[src/hdl/slpg_pkg.sv]
`default_nettype none
package slpg_pkg;

	typedef enum logic [1:0] {
		REQ_TICK  = 2'd0,
		REQ_SET   = 2'd1,
		REQ_FLASH = 2'd2
	} req_t;

	typedef enum logic [3:0] {
		ST_OFF       = 4'd0,
		ST_BOOT      = 4'd1,
		ST_SEARCH    = 4'd2,
		ST_CONNECTED = 4'd3,
		ST_AP        = 4'd4,
		ST_CLIENT    = 4'd5,
		ST_RECORDING = 4'd6,
		ST_GPS       = 4'd7,
		ST_ERROR     = 4'd8
	} status_t;

	localparam int unsigned TIME_W  = 11;
	localparam int unsigned STAT_W  = 4;
	localparam int unsigned REQ_W   = 2;
	localparam int unsigned FLASH_W = 32;
	localparam int unsigned CHAN_W  = 8;

	localparam logic [TIME_W-1:0] SINCE_LIMIT = 11'd2000;
	localparam logic [TIME_W-1:0] SINCE_LAST  = 11'd1999;
	localparam logic [TIME_W-1:0] T_HALF_SEC  = 11'd1000;
	localparam logic [TIME_W-1:0] T_SEARCH    = 11'd500;
	localparam logic [TIME_W-1:0] T_CONN_ON   = 11'd200;
	localparam logic [TIME_W-1:0] T_CONN_OFF  = 11'd1800;
	localparam logic [TIME_W-1:0] T_GPS_ON    = 11'd150;
	localparam logic [TIME_W-1:0] T_GPS_OFF   = 11'd850;
	localparam logic [TIME_W-1:0] T_ERROR     = 11'd100;
	localparam logic [TIME_W-1:0] T_AP_P1_END = 11'd100;
	localparam logic [TIME_W-1:0] T_AP_P2_BEG = 11'd200;
	localparam logic [TIME_W-1:0] T_AP_P2_END = 11'd300;

	// x/25 == (x * 1311) >> 15 for x up to 1000
	localparam int unsigned         FADE_PROD_W = 22;
	localparam int unsigned         FADE_SHIFT  = 15;
	localparam logic [TIME_W-1:0]   FADE_RECIP  = 11'd1311;

	typedef struct packed {
		logic [CHAN_W-1:0] r;
		logic [CHAN_W-1:0] g;
		logic [CHAN_W-1:0] b;
	} rgb_t;

	localparam rgb_t C_BLACK  = '{r: 8'd0,  g: 8'd0,  b: 8'd0};
	localparam rgb_t C_BLUE   = '{r: 8'd0,  g: 8'd0,  b: 8'd40};
	localparam rgb_t C_YELLOW = '{r: 8'd40, g: 8'd30, b: 8'd0};
	localparam rgb_t C_GREEN  = '{r: 8'd0,  g: 8'd40, b: 8'd0};
	localparam rgb_t C_ORANGE = '{r: 8'd40, g: 8'd15, b: 8'd0};
	localparam rgb_t C_DIMGRN = '{r: 8'd0,  g: 8'd10, b: 8'd0};
	localparam rgb_t C_CYAN   = '{r: 8'd0,  g: 8'd30, b: 8'd40};
	localparam rgb_t C_RED    = '{r: 8'd40, g: 8'd0,  b: 8'd0};

	typedef struct packed {
		rgb_t rgb;
		logic restart;
		logic phase;
	} pat_res_t;

endpackage
`default_nettype wire

[src/hdl/slpg_pattern.sv]
`default_nettype none
module slpg_pattern (
	input  wire logic [slpg_pkg::STAT_W-1:0] active,
	input  wire logic [slpg_pkg::TIME_W-1:0] sat,
	input  wire logic [slpg_pkg::TIME_W-1:0] modv,
	input  wire logic                        phase,
	output slpg_pkg::pat_res_t               res
);

	logic [slpg_pkg::TIME_W-1:0]      cyc;
	logic [slpg_pkg::TIME_W-1:0]      fade_x;
	logic [slpg_pkg::FADE_PROD_W-1:0] fade_prod;
	logic [slpg_pkg::CHAN_W-1:0]      fade_lvl;

	always_comb begin
		cyc = (modv >= slpg_pkg::T_HALF_SEC) ? modv - slpg_pkg::T_HALF_SEC : modv;
		fade_x = (modv < slpg_pkg::T_HALF_SEC) ? modv : slpg_pkg::SINCE_LIMIT - modv;
		fade_prod = slpg_pkg::FADE_PROD_W'(fade_x) * slpg_pkg::FADE_PROD_W'(slpg_pkg::FADE_RECIP);
		fade_lvl = slpg_pkg::CHAN_W'(fade_prod >> slpg_pkg::FADE_SHIFT);
	end

	always_comb begin
		res.rgb     = slpg_pkg::C_BLACK;
		res.restart = 1'b0;
		res.phase   = phase;
		case (active)
			slpg_pkg::ST_BOOT: begin
				res.rgb = slpg_pkg::C_BLUE;
			end
			slpg_pkg::ST_SEARCH: begin
				if (sat >= slpg_pkg::T_SEARCH) begin
					res.phase   = ~phase;
					res.restart = 1'b1;
				end
				res.rgb = res.phase ? slpg_pkg::C_YELLOW : slpg_pkg::C_BLACK;
			end
			slpg_pkg::ST_CONNECTED: begin
				if (!phase && sat >= slpg_pkg::T_CONN_ON) begin
					res.phase   = 1'b1;
					res.restart = 1'b1;
				end else if (phase && sat >= slpg_pkg::T_CONN_OFF) begin
					res.phase   = 1'b0;
					res.restart = 1'b1;
				end
				res.rgb = res.phase ? slpg_pkg::C_BLACK : slpg_pkg::C_GREEN;
			end
			slpg_pkg::ST_AP: begin
				if (cyc < slpg_pkg::T_AP_P1_END ||
				    (cyc >= slpg_pkg::T_AP_P2_BEG && cyc < slpg_pkg::T_AP_P2_END)) begin
					res.rgb = slpg_pkg::C_ORANGE;
				end
			end
			slpg_pkg::ST_CLIENT: begin
				res.rgb = slpg_pkg::C_DIMGRN;
			end
			slpg_pkg::ST_RECORDING: begin
				res.rgb.r = fade_lvl;
			end
			slpg_pkg::ST_GPS: begin
				if (!phase && sat >= slpg_pkg::T_GPS_ON) begin
					res.phase   = 1'b1;
					res.restart = 1'b1;
				end else if (phase && sat >= slpg_pkg::T_GPS_OFF) begin
					res.phase   = 1'b0;
					res.restart = 1'b1;
				end
				res.rgb = res.phase ? slpg_pkg::C_BLACK : slpg_pkg::C_CYAN;
			end
			slpg_pkg::ST_ERROR: begin
				if (sat >= slpg_pkg::T_ERROR) begin
					res.phase   = ~phase;
					res.restart = 1'b1;
				end
				res.rgb = res.phase ? slpg_pkg::C_RED : slpg_pkg::C_BLACK;
			end
			default: begin
				res.rgb = slpg_pkg::C_BLACK;
			end
		endcase
	end

endmodule
`default_nettype wire

[src/hdl/status_led_pattern_generator.sv]
// Status LED pattern generator.
// Input channel (in_valid/in_ready): one request per transfer. req_type
// selects a 1 ms tick, a steady status set, or a temporary flash timed by
// flash_ms in milliseconds. Only ticks give a result; set and flash requests
// update state silently, and request type 3 is dropped.
// Output channel (out_valid/out_ready): one red/green/blue triple per tick.
// Timing: a tick accepted into the input stage is registered there, and
// its color is loaded into the output register when the tick advances,
// which it does only while the output register is empty or its color is
// being accepted; out_valid is driven by the output register.
// Throughput: one request per cycle unless a tick waits on a stalled output;
// the input stage and the output register each hold one item and the state update is combinational logic.
// When the receiver stalls, the output register holds its color; a tick in
// the input stage waits behind it, and in_ready falls only when both are
// full. Set and flash requests pass the input stage even during a stall.
// Reset clears the status, override, elapsed counts and blink phase, and
// empties both stages.
`default_nettype none
module status_led_pattern_generator (
	input  wire logic                          clk,
	input  wire logic                          arst_n,
	input  wire logic                          in_valid,
	output logic                               in_ready,
	input  wire logic [slpg_pkg::REQ_W-1:0]    req_type,
	input  wire logic [slpg_pkg::STAT_W-1:0]   status_code,
	input  wire logic [slpg_pkg::FLASH_W-1:0]  flash_ms,
	output logic                               out_valid,
	input  wire logic                          out_ready,
	output logic [slpg_pkg::CHAN_W-1:0]        red,
	output logic [slpg_pkg::CHAN_W-1:0]        green,
	output logic [slpg_pkg::CHAN_W-1:0]        blue
);

	logic                          valid_s1;
	logic [slpg_pkg::REQ_W-1:0]    req_s1;
	logic [slpg_pkg::STAT_W-1:0]   code_s1;
	logic [slpg_pkg::FLASH_W-1:0]  dur_s1;

	logic [slpg_pkg::STAT_W-1:0]   steady_q;
	logic [slpg_pkg::STAT_W-1:0]   ovr_status_q;
	logic [slpg_pkg::FLASH_W-1:0]  ovr_left_q;
	logic [slpg_pkg::TIME_W-1:0]   sat_q;
	logic [slpg_pkg::TIME_W-1:0]   mod_q;
	logic                          phase_q;

	logic                          out_valid_q;
	slpg_pkg::rgb_t                out_rgb_q;

	logic                          s1_tick;
	logic                          adv;
	logic [slpg_pkg::FLASH_W-1:0]  left_dec;
	logic [slpg_pkg::STAT_W-1:0]   active;
	logic [slpg_pkg::TIME_W-1:0]   sat_inc;
	logic [slpg_pkg::TIME_W-1:0]   mod_inc;
	slpg_pkg::pat_res_t            pat;

	assign s1_tick  = (req_s1 == slpg_pkg::REQ_TICK);
	assign adv      = valid_s1 && (!s1_tick || !out_valid_q || out_ready);
	assign in_ready = !valid_s1 || adv;

	always_comb begin
		left_dec = ovr_left_q - 1'b1;
		active   = steady_q;
		if (ovr_left_q != '0 && left_dec != '0) begin
			active = ovr_status_q;
		end
		sat_inc = (sat_q < slpg_pkg::SINCE_LIMIT) ? sat_q + 1'b1 : sat_q;
		mod_inc = (mod_q == slpg_pkg::SINCE_LAST) ? '0 : mod_q + 1'b1;
	end

	slpg_pattern u_pattern (
		.active (active),
		.sat    (sat_inc),
		.modv   (mod_inc),
		.phase  (phase_q),
		.res    (pat)
	);

	always_ff @(posedge clk or negedge arst_n) begin
		if (!arst_n) begin
			valid_s1 <= 1'b0;
		end else if (in_ready) begin
			valid_s1 <= in_valid;
		end
	end

	always_ff @(posedge clk) begin
		if (in_ready && in_valid) begin
			req_s1  <= req_type;
			code_s1 <= status_code;
			dur_s1  <= flash_ms;
		end
	end

	always_ff @(posedge clk or negedge arst_n) begin
		if (!arst_n) begin
			steady_q     <= '0;
			ovr_status_q <= '0;
			ovr_left_q   <= '0;
			sat_q        <= '0;
			mod_q        <= '0;
			phase_q      <= 1'b0;
		end else if (adv) begin
			case (req_s1)
				slpg_pkg::REQ_TICK: begin
					if (ovr_left_q != '0) begin
						ovr_left_q <= left_dec;
					end
					sat_q   <= pat.restart ? '0 : sat_inc;
					mod_q   <= pat.restart ? '0 : mod_inc;
					phase_q <= pat.phase;
				end
				slpg_pkg::REQ_SET: begin
					steady_q <= code_s1;
					phase_q  <= 1'b0;
					sat_q    <= '0;
					mod_q    <= '0;
				end
				slpg_pkg::REQ_FLASH: begin
					ovr_status_q <= code_s1;
					ovr_left_q   <= dur_s1;
					phase_q      <= 1'b0;
				end
				default: begin
				end
			endcase
		end
	end

	always_ff @(posedge clk or negedge arst_n) begin
		if (!arst_n) begin
			out_valid_q <= 1'b0;
		end else if (adv && s1_tick) begin
			out_valid_q <= 1'b1;
		end else if (out_ready) begin
			out_valid_q <= 1'b0;
		end
	end

	always_ff @(posedge clk) begin
		if (adv && s1_tick) begin
			out_rgb_q <= pat.rgb;
		end
	end

	assign out_valid = out_valid_q;
	assign red       = out_rgb_q.r;
	assign green     = out_rgb_q.g;
	assign blue      = out_rgb_q.b;

endmodule
`default_nettype wire

[config.mk]
export PLATFORM = sky130hd
export DESIGN_NAME = status_led_pattern_generator
export DESIGN_NICKNAME = d
export VERILOG_FILES = /design/src/hdl/slpg_pkg.sv /design/src/hdl/slpg_pattern.sv /design/src/hdl/status_led_pattern_generator.sv
export SDC_FILE = /design/constraint.sdc
export NUM_CORES = 1
export LEC_CHECK = 0
export BUFFER_PORTS_ARGS = -buffer_cell sky130_fd_sc_hd__buf_2
export CAP_MARGIN = 20
export CORE_MARGIN = 2
export CORE_UTILIZATION = 60
export DETAILED_ROUTE_END_ITERATION = 6
export PLACE_DENSITY = 0.78
export SETUP_SLACK_MARGIN = 0.5
export SKIP_LAST_GASP = 1
export SYNTH_ARGS = -nofsm -noshare
export SYNTH_HDL_FRONTEND = slang
export SYNTH_SLANG_ARGS = --single-unit
[constraint.sdc]
create_clock -name clk -period 8.5 [get_ports clk]
set_input_delay 1.7 -clock clk [delete_from_list [all_inputs] [get_ports clk]]
set_output_delay 1.7 -clock clk [all_outputs]
set_load 0.01 [all_outputs]
==> impl_metrics.json <==
{
  "synth_area_um2": 10300,
  "post-route-min-period_ns": 7.60,
  "worstSetupEndpointType": "flip-flop",
  "cts_tree": "built",
  "maxCapViolCount": 0,
  "gp_congestion": 0.941,
  "syn_inst": 1109,
  "hold_ws_ns": 0.515,
  "vdd_drop_max_v": 0.000150,
  "grt_overflow": 0,
  "die_h_um": 135,
  "drc": 0,
  "cp_top_family": "adder cells",
  "fin_crit_sh_pct": 89.4,
  "initial_utilization_pct": 61.7,
  "grt_pass1_wl_mm": 40.3,
  "worst-path-buf-inv": 6,
  "syn_area_per_cell_um2": 9.29,
  "synth_edf_count": 52,
  "run_status": "complete, no violations",
  "yosysUniqueCellTypes": 104,
  "grt_max_degree": 92,
  "start_kind": "flip-flop",
  "yosysWarningCount": 0,
  "critPathSlowestCell": "fa_1",
  "crit_type": "flip-flop to flip-flop",
  "portBuffers": 58,
  "cts_buffers": 17,
  "p_leak_nw": 5.02,
  "dr_total_vias": 8609,
  "root_buffer": "clkbuf_16",
  "cts_buffer_depth": 2,
  "path_clk_slew_ns": 0.06,
  "finalNetCount": 1311,
  "pin_count": 68,
  "synth_area_leaders": "dfrtp_1 (16%), edfxtp_1 (15%), ha_1 (12%)",
  "synth_top_cell_by_area": "dfrtp_1",
  "drive_gt1_share_pct": 15.1,
  "die-area_um2": 18200,
  "clk_latency_ns": 0.43,
  "antenna_found_initial": 1,
  "max_stage_delay_ns": 0.54,
  "drt_iter0_drc": 731,
  "fp.dieW_um": 135,
  "hold_violations": 0,
  "clock_skew_ns": 0.0106,
  "antenna_left": 0,
  "routed_wl_mm": 24.5,
  "max_freq_mhz": 132,
  "p_per_area_nw_per_um2": 188,
  "viasPerCell": 6.26,
  "grt_pass1_vias": 8027,
  "fp-row-count": 47,
  "synth.yosys.seq_area_share_pct": 30.9,
  "htreeDepth": 4,
  "hold_path.class": "flip-flop to flip-flop",
  "cts_sinks": 117,
  "async_reset_ff_share_pct": 55.6,
  "synth.most_common_cell": "inv_1",
  "rsz0062_at_grt": "no",
  "synth_common_cells": "inv_1 (104), ha_1 (97), o21ai_0 (85)",
  "worst_ep_arrival_time_ns": 7.74,
  "post-synth-top-area-fraction_pct": 15.8,
  "final.setup.tns_ns": 0,
  "synth_ff_type": "dfrtp_1",
  "dp_hpwl_mm": 17.8,
  "worst-path-max-fanout": 11,
  "dr.pass1.iters": 5,
  "grt_usage_pct": 27.9,
  "slew_headroom_pct": 37.5,
  "areaGrowthSynthToFinish_pct": 9.23,
  "antenna_cells": 0,
  "design.core.area_um2": 16700,
  "maxSlewViolCount": 0,
  "holdBufCountCts": 0,
  "setup-violations-final": 0,
  "post_drt_wl_per_cell_um": 17.8,
  "crit_required_ns": 8.65,
  "worstMarginPinSlew_ns": 0.937,
  "ys_ff_latch": 117
}
==> flip-flops by register name (all words and copies together), names as in the netlist <==
signal	flops
dur_s1	32
ovr_left_q	32
mod_q	11
sat_q	11
red	7
green	6
code_s1	4
ovr_status_q	4
steady_q	4
req_s1	2
blue	1
out_valid	1
phase_q	1
valid_s1	1
==> area by class of cell <==
cell class / count / area, um^2
clock buffers: 19 / 433
clock inverters: 13 / 145
fillers: 1304 / 5440
inverters: 105 / 394
multi-input cells: 834 / 6450
flip-flops and latches: 117 / 3190
well taps: 220 / 275
repair buffers: 68 / 365
==> worst paths after layout <==
path,startpoint,endpoint,slack (ns),depth (start not counted)
max reg2reg,mod_q[0],red[3],0.90,31
min,code_s1[1],ovr_status_q[1],0.51,1
min reg2reg,code_s1[1],ovr_status_q[1],0.51,1
max in group asynchronous,arst_n,mod_q[4],6.39,2
min in group asynchronous,arst_n,sat_q[0],1.49,2
max,mod_q[0],red[3],0.90,31
==> through the flow <==
stage / setup slack (ns) / util, % / std cells / cell area [um^2] / power, mW
2_1_floorplan: 1.17 / - / 1117 / 10300 / 1.24
3_3_place_gp: 0.578 / 63.6 / 1343 / 10600 / 1.36
3_5_place_dp: 0.333 / 63.6 / 1343 / 10600 / 1.39
4_1_cts: 0.512 / 67.2 / 1376 / 11200 / 2.11
5_1_grt: 0.497 / 67.4 / 1376 / 11300 / 2.23
6_report: 0.903 / 67.4 / 1376 / 11300 / 2.12
==> worst register-to-register path: cells and delay by family, from the launching register on <==
family / cells / cell delay (ns)
adder cells (fa/ha/maj): 8 / 2.72
AO/OA/AOI/OAI: 9 / 1.88
AND/OR/NAND/NOR: 6 / 1.28
buffers and inverters: 6 / 0.64
flip-flops: 1 / 0.46
XOR/XNOR: 2 / 0.34
==> where the power goes <==
part / total (mW) / internal [mW] / switching (mW)
registers: 0.808 / 0.672 / 0.136
clock network: 0.720 / 0.435 / 0.285
logic: 0.589 / 0.239 / 0.350
total: 2.12 / 1.35 / 0.771
==> metal layers <==
| layer | part of all wire, % | global-route usage [%] | vias up | routed length, um |
|---|---|---|---|---|
| met3 | 5.5 | 4.84 | 45 | 1350 |
| met1 | 46 | 39.0 | 4170 | 11200 |
| met4 | 2.1 | 8.56 | 0 | 518 |
| met5 | 0 | 0 | - | 0 |
| li1 | - | - | 4106 | - |
| met2 | 47 | 44.6 | 288 | 11500 |
==> cells in the final DEF (no fill, tap or decap), types with 41 or more instances in the layout <==
cell type  instances
a21oi_1           49
nor2_1            83
nand2_1           63
buf_2             58
dfrtp_1           64
nor3_1            41
o21ai_0           84
edfxtp_1          52
inv_1            103
ha_1              95
==> cell families after synthesis <==
group,Yosys count,share of synthesized area (%)
muxes,26,2.74
DFF,117,30.9
and+or+nand+nor,342,18.8
xor gates and xnor gates,43,3.65
adders and majority gates,128,17.6
buffers and inverters,166,7.33
other,1,0.0364
AOI/OAI and AO/OA,286,18.9
==> what timing repair did <==
action,4_1_cts,5_1_grt
cloned,0,0
gates resized for setup,3,8
setup buffers,1,0
endpoints found under the setup margin,4,6
No activity file was read; power rests on OpenSTA's default activity.
